$ cat config.mk
export PLATFORM = sky130hd
export DESIGN_NAME = quad_rotary_encoder_button_decoder
export DESIGN_NICKNAME = d
export VERILOG_FILES = /design/src/sv/qreb_pkg.sv /design/src/sv/qreb_lane.sv /design/src/sv/qreb_merge.sv /design/src/sv/quad_rotary_encoder_button_decoder.sv
export SDC_FILE = /design/constraint.sdc
export NUM_CORES = 2
export LEC_CHECK = 0
export ABC_AREA = 0
export BUFFER_PORTS_ARGS = -buffer_cell sky130_fd_sc_hd__buf_2
export CORE_ASPECT_RATIO = 0.6
export CORE_UTILIZATION = 50
export DETAILED_ROUTE_END_ITERATION = 10
export GPL_ROUTABILITY_DRIVEN = 0
export GPL_TIMING_DRIVEN = 0
export PLACE_DENSITY = 0.77
export REMOVE_ABC_BUFFERS = 1
export SYNTH_ARGS = -nofsm -noshare
export SYNTH_HDL_FRONTEND = slang
export SYNTH_SLANG_ARGS = --single-unit
$ cat constraint.sdc
create_clock -name clk -period 21.3 [get_ports clk]
set_clock_uncertainty 0.05 [all_clocks]
set_input_delay 2.13 -clock clk [delete_from_list [all_inputs] [get_ports clk]]
set_output_delay 2.13 -clock clk [all_outputs]
set_load 0.05 [all_outputs]
$ cat src/sv/qreb_pkg.sv
// Shared types, constants and the quadrature step table for the encoder decoder.
`timescale 1ns / 1ps

package qreb_pkg;

  localparam int LANES_DEF = 4;
  localparam int PIN_LANES = 4;
  localparam int CNT_W = 16;
  localparam int TIME_W = 32;
  localparam int DEB_W = 16;
  localparam int STATE_W = 6;
  localparam int STEP_W = 4;

  localparam logic [DEB_W-1:0] DEBOUNCE_RST = 16'd50;

  localparam logic [STATE_W-1:0] ST_START = 6'h00;
  localparam logic [STATE_W-1:0] EVENT_MASK = 6'h30;
  localparam logic [STATE_W-1:0] EV_CW = 6'h10;
  localparam logic [STATE_W-1:0] EV_CCW = 6'h20;
  localparam logic [STEP_W-1:0] STEP_MASK = 4'hf;

  // Input word: right[3:0], left[7:4], button[11:8], now_ms[43:12], pad to 48.
  localparam int IN_RIGHT_LSB = 0;
  localparam int IN_LEFT_LSB = IN_RIGHT_LSB + PIN_LANES;
  localparam int IN_BTN_LSB = IN_LEFT_LSB + PIN_LANES;
  localparam int IN_NOW_LSB = IN_BTN_LSB + PIN_LANES;
  localparam int IN_USED_W = IN_NOW_LSB + TIME_W;
  localparam int IN_W = ((IN_USED_W + 7) / 8) * 8;

  // Output word: spin counts, pressed mask, hold times, pad to whole bytes.
  localparam int OUT_CNT_LSB = 0;
  localparam int OUT_MASK_LSB = OUT_CNT_LSB + PIN_LANES * CNT_W;
  localparam int OUT_HOLD_LSB = OUT_MASK_LSB + PIN_LANES;
  localparam int OUT_USED_W = OUT_HOLD_LSB + PIN_LANES * TIME_W;
  localparam int OUT_W = ((OUT_USED_W + 7) / 8) * 8;

  typedef struct packed {
    logic [CNT_W-1:0] count;
    logic held;
    logic [TIME_W-1:0] hold;
  } lane_status_t;

  // Full-step table; rows past the last valid step fall back to the start row.
  function automatic logic [STATE_W-1:0] step_lookup(input logic [STEP_W-1:0] row,
                                                      input logic [1:0] pin);
    logic [STATE_W-1:0] r0, r1, r2, r3;
    r0 = 6'h00; r1 = 6'h00; r2 = 6'h00; r3 = 6'h00;
    unique case (row)
      4'd1: begin r0 = 6'h03; r1 = 6'h00; r2 = 6'h01; r3 = 6'h10; end
      4'd2: begin r0 = 6'h03; r1 = 6'h02; r2 = 6'h00; r3 = 6'h00; end
      4'd3: begin r0 = 6'h03; r1 = 6'h02; r2 = 6'h01; r3 = 6'h00; end
      4'd4: begin r0 = 6'h06; r1 = 6'h00; r2 = 6'h04; r3 = 6'h00; end
      4'd5: begin r0 = 6'h06; r1 = 6'h05; r2 = 6'h00; r3 = 6'h20; end
      4'd6: begin r0 = 6'h06; r1 = 6'h05; r2 = 6'h04; r3 = 6'h00; end
      default: begin r0 = 6'h00; r1 = 6'h02; r2 = 6'h04; r3 = 6'h00; end
    endcase
    unique case (pin)
      2'd0: step_lookup = r0;
      2'd1: step_lookup = r1;
      2'd2: step_lookup = r2;
      default: step_lookup = r3;
    endcase
  endfunction

endpackage

$ cat src/sv/qreb_lane.sv
// One encoder lane: quadrature step table, detent counter and button hold timer.
`timescale 1ns / 1ps

module qreb_lane (
  input  logic                        clk,
  input  logic                        rst,
  input  logic                        advance,
  input  logic                        right_pin,
  input  logic                        left_pin,
  input  logic                        button_pin,
  input  logic [qreb_pkg::TIME_W-1:0] now_ms,
  input  logic [qreb_pkg::DEB_W-1:0]  release_debounce_ms,
  output qreb_pkg::lane_status_t      status_next
);
  import qreb_pkg::*;

  logic [STATE_W-1:0] qstate, qstate_next;
  logic [CNT_W-1:0]   count, count_next;
  logic               held, held_next;
  logic [TIME_W-1:0]  last_press, last_press_next;
  logic [TIME_W-1:0]  hold, hold_next;
  logic [TIME_W-1:0]  release_edge;
  logic [STEP_W-1:0]  row;
  logic [STATE_W-1:0] ev;

  assign release_edge = now_ms - {{(TIME_W-DEB_W){1'b0}}, release_debounce_ms};
  assign row = qstate[STEP_W-1:0] & STEP_MASK;
  assign qstate_next = step_lookup(row, {left_pin, right_pin});
  assign ev = qstate_next & EVENT_MASK;

  always_comb begin
    held_next = held;
    hold_next = hold;
    last_press_next = last_press;
    if (!button_pin) begin
      if (held) begin
        hold_next = hold + (now_ms - last_press);
      end
      last_press_next = now_ms;
      held_next = 1'b1;
    end else if (held && (last_press < release_edge)) begin
      held_next = 1'b0;
      hold_next = '0;
    end
  end

  always_comb begin
    count_next = count;
    if (ev == EV_CW) begin
      count_next = count + 1'b1;
    end else if (ev == EV_CCW) begin
      count_next = count - 1'b1;
    end
  end

  always_ff @(posedge clk) begin
    if (rst) begin
      qstate <= ST_START;
      count <= '0;
      held <= 1'b0;
      last_press <= '0;
      hold <= '0;
    end else if (advance) begin
      qstate <= qstate_next;
      count <= count_next;
      held <= held_next;
      last_press <= last_press_next;
      hold <= hold_next;
    end
  end

  assign status_next = {count_next, held_next, hold_next};

endmodule

$ cat src/sv/qreb_merge.sv
// Merge stage: packs the reported lanes into one result word.
`timescale 1ns / 1ps

module qreb_merge #(
  parameter int LANES = qreb_pkg::LANES_DEF
) (
  input  qreb_pkg::lane_status_t      lane_status [LANES],
  output logic [qreb_pkg::OUT_W-1:0]  word
);
  import qreb_pkg::*;

  logic [PIN_LANES-1:0][CNT_W-1:0]  counts;
  logic [PIN_LANES-1:0][TIME_W-1:0] holds;
  logic [PIN_LANES-1:0]             pressed;

  // Report the first four lanes; absent lanes read zero.
  for (genvar i = 0; i < PIN_LANES; i++) begin : g_out
    if (i < LANES) begin : g_have
      assign counts[i] = lane_status[i].count;
      assign holds[i] = lane_status[i].hold;
      assign pressed[i] = lane_status[i].held;
    end else begin : g_none
      assign counts[i] = '0;
      assign holds[i] = '0;
      assign pressed[i] = 1'b0;
    end
  end

  assign word = {{(OUT_W-OUT_USED_W){1'b0}}, holds, pressed, counts};

endmodule

$ cat src/sv/quad_rotary_encoder_button_decoder.sv
// Top level: four-input encoder and button decoder with a two-word output buffer.
`timescale 1ns / 1ps

// An accepted word is registered onto m_tvalid/m_tdata if the output register is free, else into the skid word.
// Throughput: one word per cycle while no skid word waits; every lane steps its table and adders combinationally.
// A two-word output buffer lets one more word in while a result waits downstream.
// Reset (rst, synchronous, active high): lane state clears, the debounce register loads 50,
// and the output buffer empties. No clearing pass; input is taken the cycle after reset.
module quad_rotary_encoder_button_decoder #(
  parameter int LANES = qreb_pkg::LANES_DEF
) (
  input  logic                          clk,
  input  logic                          rst,
  input  logic                          cfg_wr_en,
  input  logic [qreb_pkg::DEB_W-1:0]    cfg_wr_data,  // release_debounce_ms
  input  logic                          s_tvalid,
  output logic                          s_tready,
  // right_pins[3:0], left_pins[7:4], button_pins[11:8], now_ms[43:12], zero pad
  input  logic [qreb_pkg::IN_W-1:0]     s_tdata,
  output logic                          m_tvalid,
  input  logic                          m_tready,
  // spin_count_0..3[63:0], pressed_mask[67:64], hold_time_0..3[195:68], zero pad
  output logic [qreb_pkg::OUT_W-1:0]    m_tdata
);
  import qreb_pkg::*;

  logic [DEB_W-1:0]     release_debounce_ms;
  logic                 accept;
  logic [PIN_LANES-1:0] right_pins, left_pins, button_pins;
  logic [TIME_W-1:0]    now_ms;
  lane_status_t         lane_status [LANES];
  logic [OUT_W-1:0]     result;
  logic                 skid_valid;
  logic [OUT_W-1:0]     skid_data;
  logic                 out_free;

  assign right_pins = s_tdata[IN_RIGHT_LSB +: PIN_LANES];
  assign left_pins = s_tdata[IN_LEFT_LSB +: PIN_LANES];
  assign button_pins = s_tdata[IN_BTN_LSB +: PIN_LANES];
  assign now_ms = s_tdata[IN_NOW_LSB +: TIME_W];

  assign s_tready = !skid_valid;
  assign accept = s_tvalid && s_tready;
  assign out_free = !m_tvalid || m_tready;

  always_ff @(posedge clk) begin
    if (rst) begin
      release_debounce_ms <= DEBOUNCE_RST;
    end else if (cfg_wr_en) begin
      release_debounce_ms <= cfg_wr_data;
    end
  end

  // Lanes past the pin fields see both quadrature pins high and the button released.
  for (genvar l = 0; l < LANES; l++) begin : g_lane
    logic r_pin, l_pin, b_pin;
    if (l < PIN_LANES) begin : g_pins
      assign r_pin = right_pins[l];
      assign l_pin = left_pins[l];
      assign b_pin = button_pins[l];
    end else begin : g_idle
      assign r_pin = 1'b1;
      assign l_pin = 1'b1;
      assign b_pin = 1'b1;
    end
    qreb_lane u_lane (
      .clk                 (clk),
      .rst                 (rst),
      .advance             (accept),
      .right_pin           (r_pin),
      .left_pin            (l_pin),
      .button_pin          (b_pin),
      .now_ms              (now_ms),
      .release_debounce_ms (release_debounce_ms),
      .status_next         (lane_status[l])
    );
  end

  qreb_merge #(.LANES(LANES)) u_merge (
    .lane_status (lane_status),
    .word        (result)
  );

  // Output register with a skid word behind it; the skid word always drains first.
  always_ff @(posedge clk) begin
    if (rst) begin
      m_tvalid <= 1'b0;
      skid_valid <= 1'b0;
    end else if (out_free) begin
      m_tvalid <= skid_valid || accept;
      skid_valid <= skid_valid && accept;
    end else if (accept) begin
      skid_valid <= 1'b1;
    end
  end

  always_ff @(posedge clk) begin
    if (out_free) begin
      m_tdata <= skid_valid ? skid_data : result;
      if (accept) begin
        skid_data <= result;
      end
    end else if (accept) begin
      skid_data <= result;
    end
  end

  property p_skid_needs_out;
    @(posedge clk) disable iff (rst) skid_valid |-> m_tvalid;
  endproperty
  a_skid_needs_out: assert property (p_skid_needs_out)
    else $error("skid word held while output register empty");

  property p_accept_fills;
    @(posedge clk) disable iff (rst) accept |=> m_tvalid;
  endproperty
  a_accept_fills: assert property (p_accept_fills)
    else $error("accepted word did not reach the output");

  property p_stall_keeps_skid;
    @(posedge clk) disable iff (rst) (skid_valid && m_tvalid && !m_tready) |=> skid_valid;
  endproperty
  a_stall_keeps_skid: assert property (p_stall_keeps_skid)
    else $error("skid word dropped during stall");

  property p_release_clears_hold;
    @(posedge clk) disable iff (rst)
      (m_tvalid && !m_tdata[OUT_MASK_LSB]) |-> (m_tdata[OUT_HOLD_LSB +: TIME_W] == '0);
  endproperty
  a_release_clears_hold: assert property (p_release_clears_hold)
    else $error("lane 0 hold time nonzero while not pressed");

endmodule

Word-level counts from Yosys, hierarchy flattened
Index checks and enable logic that the tools add are counted.

word-level totals
  output and inout bits = 202
  memories kept = 0
  bits in latches = 0
  word-level logic and storage cells = 184
  bits in registers = 750
  bits in writable memories = 0
  input port bits = 69
  bits in read-only memories = 0

cells by class
  muxes and demuxes = 51
  equal/unequal tests = 40
  add/sub/neg operators = 17
  multipliers = 0
  magnitude comparators = 4
  reductions and logical operators = 43
  shift-type cells = 0
  div/mod/pow operators = 0
  bitwise gates (word level) = 4

operator list
  cell                                                  number
  2-to-1 mux 32 bit                                     12
  2-to-1 mux 196 bit                                    1
  adder 32 bit                                          4
  less-than comparator 32 bit                           4
  2-to-1 mux 16 bit                                     8
  subtractor 32 bit                                     4
  one-hot mux 3 bit (2 select lines)                    12
  one-hot mux 6 bit (3 select lines)                    4
  adder 16 x 1 -> 16 bit (second input constant)        4
  subtractor 16 x 1 -> 16 bit (second input constant)   4
  equality test 4 x 3 -> 1 bit (second input constant)  12
  one-hot mux 6 bit (2 select lines)                    4
  equality test 4 x 2 -> 1 bit (second input constant)  8
  OR reduction 2 bit                                    16
  subtractor 32 x 16 -> 32 bit                          1
  OR reduction 3 bit                                    8
  equality test 2 x 1 -> 1 bit (second input constant)  8
  equality test 2 bit (second input constant)           8
  equality test 4 x 1 -> 1 bit (second input constant)  4
  2-to-1 mux 1 bit                                      10
  logical NOT 2 bit                                     4
  AND reduction 2 bit                                   4
  logical AND 1 bit                                     6
  inverter 1 bit                                        4
  3 further kinds                                       5

Logic depth before layout (Yosys ltp)
  word-level depth = 8
  mapped depth = 25

Hierarchy
A second synthesis with hierarchy kept.

unflattened totals
  cells, all modules = 5198
  area, all modules = 50409.6 µm²

modules (own cells, without submodules)
  module                              cells each  area an instance (µm²)  seq. area each (µm²)  times used
  quad_rotary_encoder_button_decoder  683         15772.6                 12371.9               1
  qreb_lane at g_lane[0].u_lane       1101        8479.4                  1681.6                1
  qreb_lane at g_lane[1].u_lane       1108        8336.7                  1681.6                1
  qreb_lane at g_lane[2].u_lane       1068        8249.2                  1681.6                1
  qreb_lane at g_lane[3].u_lane       1037        8066.5                  1681.6                1
  qreb_merge                          201         1505.2                  0.0                   1

Least setup slack after synthesis
No wires, ideal clock.

  kind = input port to flip-flop
  start point = input port s_tvalid
  end point = register g_lane[3].u_lane.held
  buffers on the path = 5
  library setup time = 0.400 ns
  slack = 11.829 ns
  arrival time = 9.020 ns
  cell stages on the path = 8
  cells stage by stage = nand2_1 clkbuf_1 inv_1 clkbuf_1 clkbuf_1 clkbuf_1 buf_1 a31oi_1

between the ends
  cells in the longest elaborated chain, start to end = 1

RTL lines
  what                  RTL line                                  source
  start, declared       quad_rotary_encoder_button_decoder.sv:16  input logic s_tvalid,
  logical AND 1 bit     quad_rotary_encoder_button_decoder.sv:43  assign accept = s_tvalid && s_tready;
  via accept            quad_rotary_encoder_button_decoder.sv:28  logic accept;
  end signal, assigned  qreb_lane.sv:66                           held <= held_next;
  end, declared         qreb_lane.sv:19                           logic held, held_next;

The timed path passes the listed nets, and every way through them passes these cells.
A chain may end at the register's enable or synchronous reset.

Worst setup path in the final report
  start point = input port s_tdata[12] in the netlist's numbering
  end point = register g_lane[3].u_lane.hold[1]

between the ends
  cells in the longest elaborated chain, start to end = 5
  elaborated cells between the ends (all ways) = 8
  classes of those cells = add/sub (3); order compare (1); mux (3); reduce/logical (1)

RTL lines
  what                          RTL line                                  source
  start, declared               quad_rotary_encoder_button_decoder.sv:19  input logic [qreb_pkg::IN_W-1:0] s_tdata,
  subtractor 32 x 16 -> 32 bit  qreb_lane.sv:26                           assign release_edge = now_ms - {{(TIME_W-DEB_W){1'b0}}, release_debounce_ms};
  less-than comparator 32 bit   qreb_lane.sv:41                           end else if (held && (last_press < release_edge)) begin
  logical AND 1 bit             qreb_lane.sv:41
  2-to-1 mux 32 bit             qreb_lane.sv:41
  2-to-1 mux 32 bit (*)         qreb_lane.sv:35                           if (!button_pin) begin
  end signal, assigned          qreb_lane.sv:68                           hold <= hold_next;
  end, declared                 qreb_lane.sv:21                           logic [TIME_W-1:0] hold, hold_next;

Every way passes the cells marked *; elsewhere a longest branch is shown, timed or not.

==> flow_summary.yaml <==
synth:
  synth_edf_count: 392
  synth_cell_types: 93
  synth.most_common_cell: "nand2_1"
  yosysSeqAreaShare: 0.4211
  yosys.area.top_type: "edfxtp_1"
  synth.cell_area_um2: 44780
  ys.flop_type: "edfxtp_1"
  syn_avg_cell_area_um2: 9.336
  yosys-top-cells-count: "643 x nand2_1, 492 x inv_1, 392 x edfxtp_1"
  ys_ff_latch: 746
  synth_warnings: 0
  synth.area.top_cells: "edfxtp_1 26%, dfxtp_1 16%, ha_1 7.5%"
  synthArstFlopShare: 0
  syn_inst: 4797
  yosysTopAreaCellShare: 0.2629
sta:
  final.period_utilization: 0.4033
  finalMaxSlewViolations: 0
  worst_pin_slew_ns: 1.463
  rsz0062_at_grt: "false"
  slew_headroom: 0.02466
  hold_viol_final: 0
  hold_ws_ns: 0.4136
  setup_viol: 0
  fmax_mhz: 116.4
  timing.final.crit_period_ns: 8.590
power:
  p_clk_frac: 0.336
  pwr_density_cell_nw_per_um2: 81.73
  p_comb_frac: 0.257
  ir_worst_vdd_mv: 0.08687
  pwr-share-seq: 0.407
  p_sw_frac: 0.3358
  p_leak_nw: 21.27
  internal_power_w: 0.002700
  p_sw_w: 0.001365
setup_path:
  cp.required_ns: 21.75
  cp-start-kind: "primary input"
  worstSetupPathType: "primary input to register"
  end_kind: "register"
  cp.arrival_ns: 9.04
  path_max_fanout: 27
routing:
  drcViolationCount: 0
  first_pass_iters: 7
  drt_iter0_drc: 4549
  vias: 37360
  ant_nets: 0
  drt-wirelength-per-cell_um: 22.01
  viasPerCell: 6.070
  wl_mm: 135.5
layout:
  post-route-util: 0.5641
  area_growth_syn_to_layout_pct: 11.08
  post_route_cells_drive_above_1_share: 0.1112
  nNetsFinal: 5384
grt:
  track_usage: 0.2910
  grt_antenna_before_repair: 16
  grt_max_degree: 152
  grt_pass1_wl_mm: 203.9
  grt_pass1_vias: 34240
  overflow: 0
place:
  dpl.hpwl_mm: 96.93
  port-buffer-count: 262
cts:
  cts_tree: "done"
  clk_path_buf_depth: 3
  cts_root_buffer: "clkbuf_16"
  clk_transition_reported_paths_ns: 0.07
  hold_buffers: 0
  cts_inserted_buffers: 73
  cts_resized: 0
  h-tree-depth: 3
  insertion_delay_ns: 0.67
  cts.sinks: 746
  cts_setup_buffers: 0
die:
  initial_core_util: 0.5079
  ios: 271
  die_h_um: 233.8
  fp.dieW_um: 388.4
  rows: 84
  die-area_um2: 90810
  coreArea_um2: 88180
run_status:
  status: "finished clean"
worst_hold_path:
  hp-class: "register to register"
run:
  max_cap_violations: 0
path summary, 6_finish.rpt:
kind	cells past startpoint	startpoint	to	slack [ns]
max	24	s_tdata[12]	g_lane[3].u_lane.hold[1]$_SDFFE_PP0P_	12.71
min	1	g_lane[1].u_lane.hold[20]$_SDFFE_PP0P_	g_lane[1].u_lane.hold[20]$_SDFFE_PP0P_	0.41
max reg2reg	23	release_debounce_ms[9]$_SDFFE_PP0P_	g_lane[3].u_lane.hold[1]$_SDFFE_PP0P_	14.19
min reg2reg	1	g_lane[1].u_lane.hold[20]$_SDFFE_PP0P_	g_lane[1].u_lane.hold[20]$_SDFFE_PP0P_	0.41
registers in the layout, indices dropped and copies added, names as in the netlist:
name                      flops
g_lane.u_lane.held            4
skid_valid                    1
release_debounce_ms          16
g_lane.u_lane.last_press    128
g_lane.u_lane.count          64
m_tvalid                      1
g_lane.u_lane.qstate         12
skid_data                   196
m_tdata                     196
g_lane.u_lane.hold          128
metrics by stage:
step	area [um2]	power (W)	cells	TNS [ns]	setup slack (ns)
CTS	49710	0.004055	6144	0	13.10
finish	49740	0.004066	6156	0	12.71
detailed placement	47250	0.002692	6008	0	12.38
global route	49740	0.004226	6155	0	12.51
floorplan	43800	0.002406	4558	0	5.117
global placement	46560	0.002667	5981	-3228.22	-8.915
power groups by stage:
stage / logic, W / clock network (W) / registers (W)
6_report: 0.00105 / 0.00136 / 0.00166
3_5_place_dp: 0.00101 / 0 / 0.00168
5_1_grt: 0.00113 / 0.00144 / 0.00166
3_3_place_gp: 0.000973 / 0 / 0.00169
4_1_cts: 0.00102 / 0.00139 / 0.00165
2_1_floorplan: 0.000595 / 0 / 0.00181
kinds of logic after synthesis:
| kind of cell | Yosys count | share of synthesized area |
|---|---|---|
| adders and majority gates | 395 | 0.1312 |
| AOI/OAI and AO/OA | 1242 | 0.1781 |
| muxes | 109 | 0.02679 |
| xor gates and xnor gates | 210 | 0.04107 |
| DFF | 746 | 0.4211 |
| buffers and inverters | 735 | 0.06351 |
| other | 1 | 0.00008374 |
| and+or+nand+nor | 1359 | 0.1381 |
routing by layer:
metal,vias to the layer above,part of all wire,GRT usage
li1,17170,-,-
met1,17760,0.44,0.4264
met2,2061,0.39,0.3902
met3,372,0.13,0.09421
met4,10,0.039,0.1134
met5,-,0.0020,0.01870
critical path, cell delays in order:
cell,delay [ns]
buf_2,0.43
inv_1,0.10
ha_1,0.23
nor2b_1,0.16
o2111ai_1,0.15
a21oi_1,0.45
o21ai_0,0.25
a21boi_0,0.24
o21a_1,0.16
o21a_1,0.28
nor3_1,0.09
xnor2_1,0.62
ha_1,0.38
a21o_1,0.18
a21o_1,0.16
a21oi_1,0.15
o211ai_1,0.12
o211ai_1,0.10
o311ai_0,0.32
a221oi_4,0.75
buf_8,0.24
buf_8,0.17
a21o_1,0.86
o32ai_1,0.25
cells in the final DEF, fill, tap and decap left out, types with 15 or more instances in the layout:
cell type  count
inv_1        491
nor2b_1       25
o211ai_1      36
mux2i_1       22
a31oi_1       42
or3_1         38
o32ai_1       16
nand2_1      641
and2_1        21
o22ai_1       48
edfxtp_1     392
nor3_1        79
nand4_1       39
fa_1         125
nor2_1       261
and4_1        15
nor4_1        23
mux2_2        87
a21oi_1      386
a22o_1        58
nand2b_1      37
a211oi_1      30
o21a_1        29
o21ai_0      272
a2bb2oi_1     47
nand3_1       74
buf_2        261
o21ai_1       17
and3_1        25
clkbuf_16     74
dfxtp_1      353
nand4b_1      15
a21o_1        87
ha_1         268
xnor2_1      128
xor2_1        82
final cells by class:
cell class | instances | area, um2
diodes | 12 | 30.03
inverters | 493 | 1863
well taps | 1161 | 1453
multi-input cells | 3319 | 23190
fillers | 7525 | 38440
repair buffers | 289 | 1886
clock buffers | 97 | 2038
flip-flops and latches | 746 | 18860
clock inverters | 39 | 424.2
Note: power is estimated with default switching activity, not from simulation.
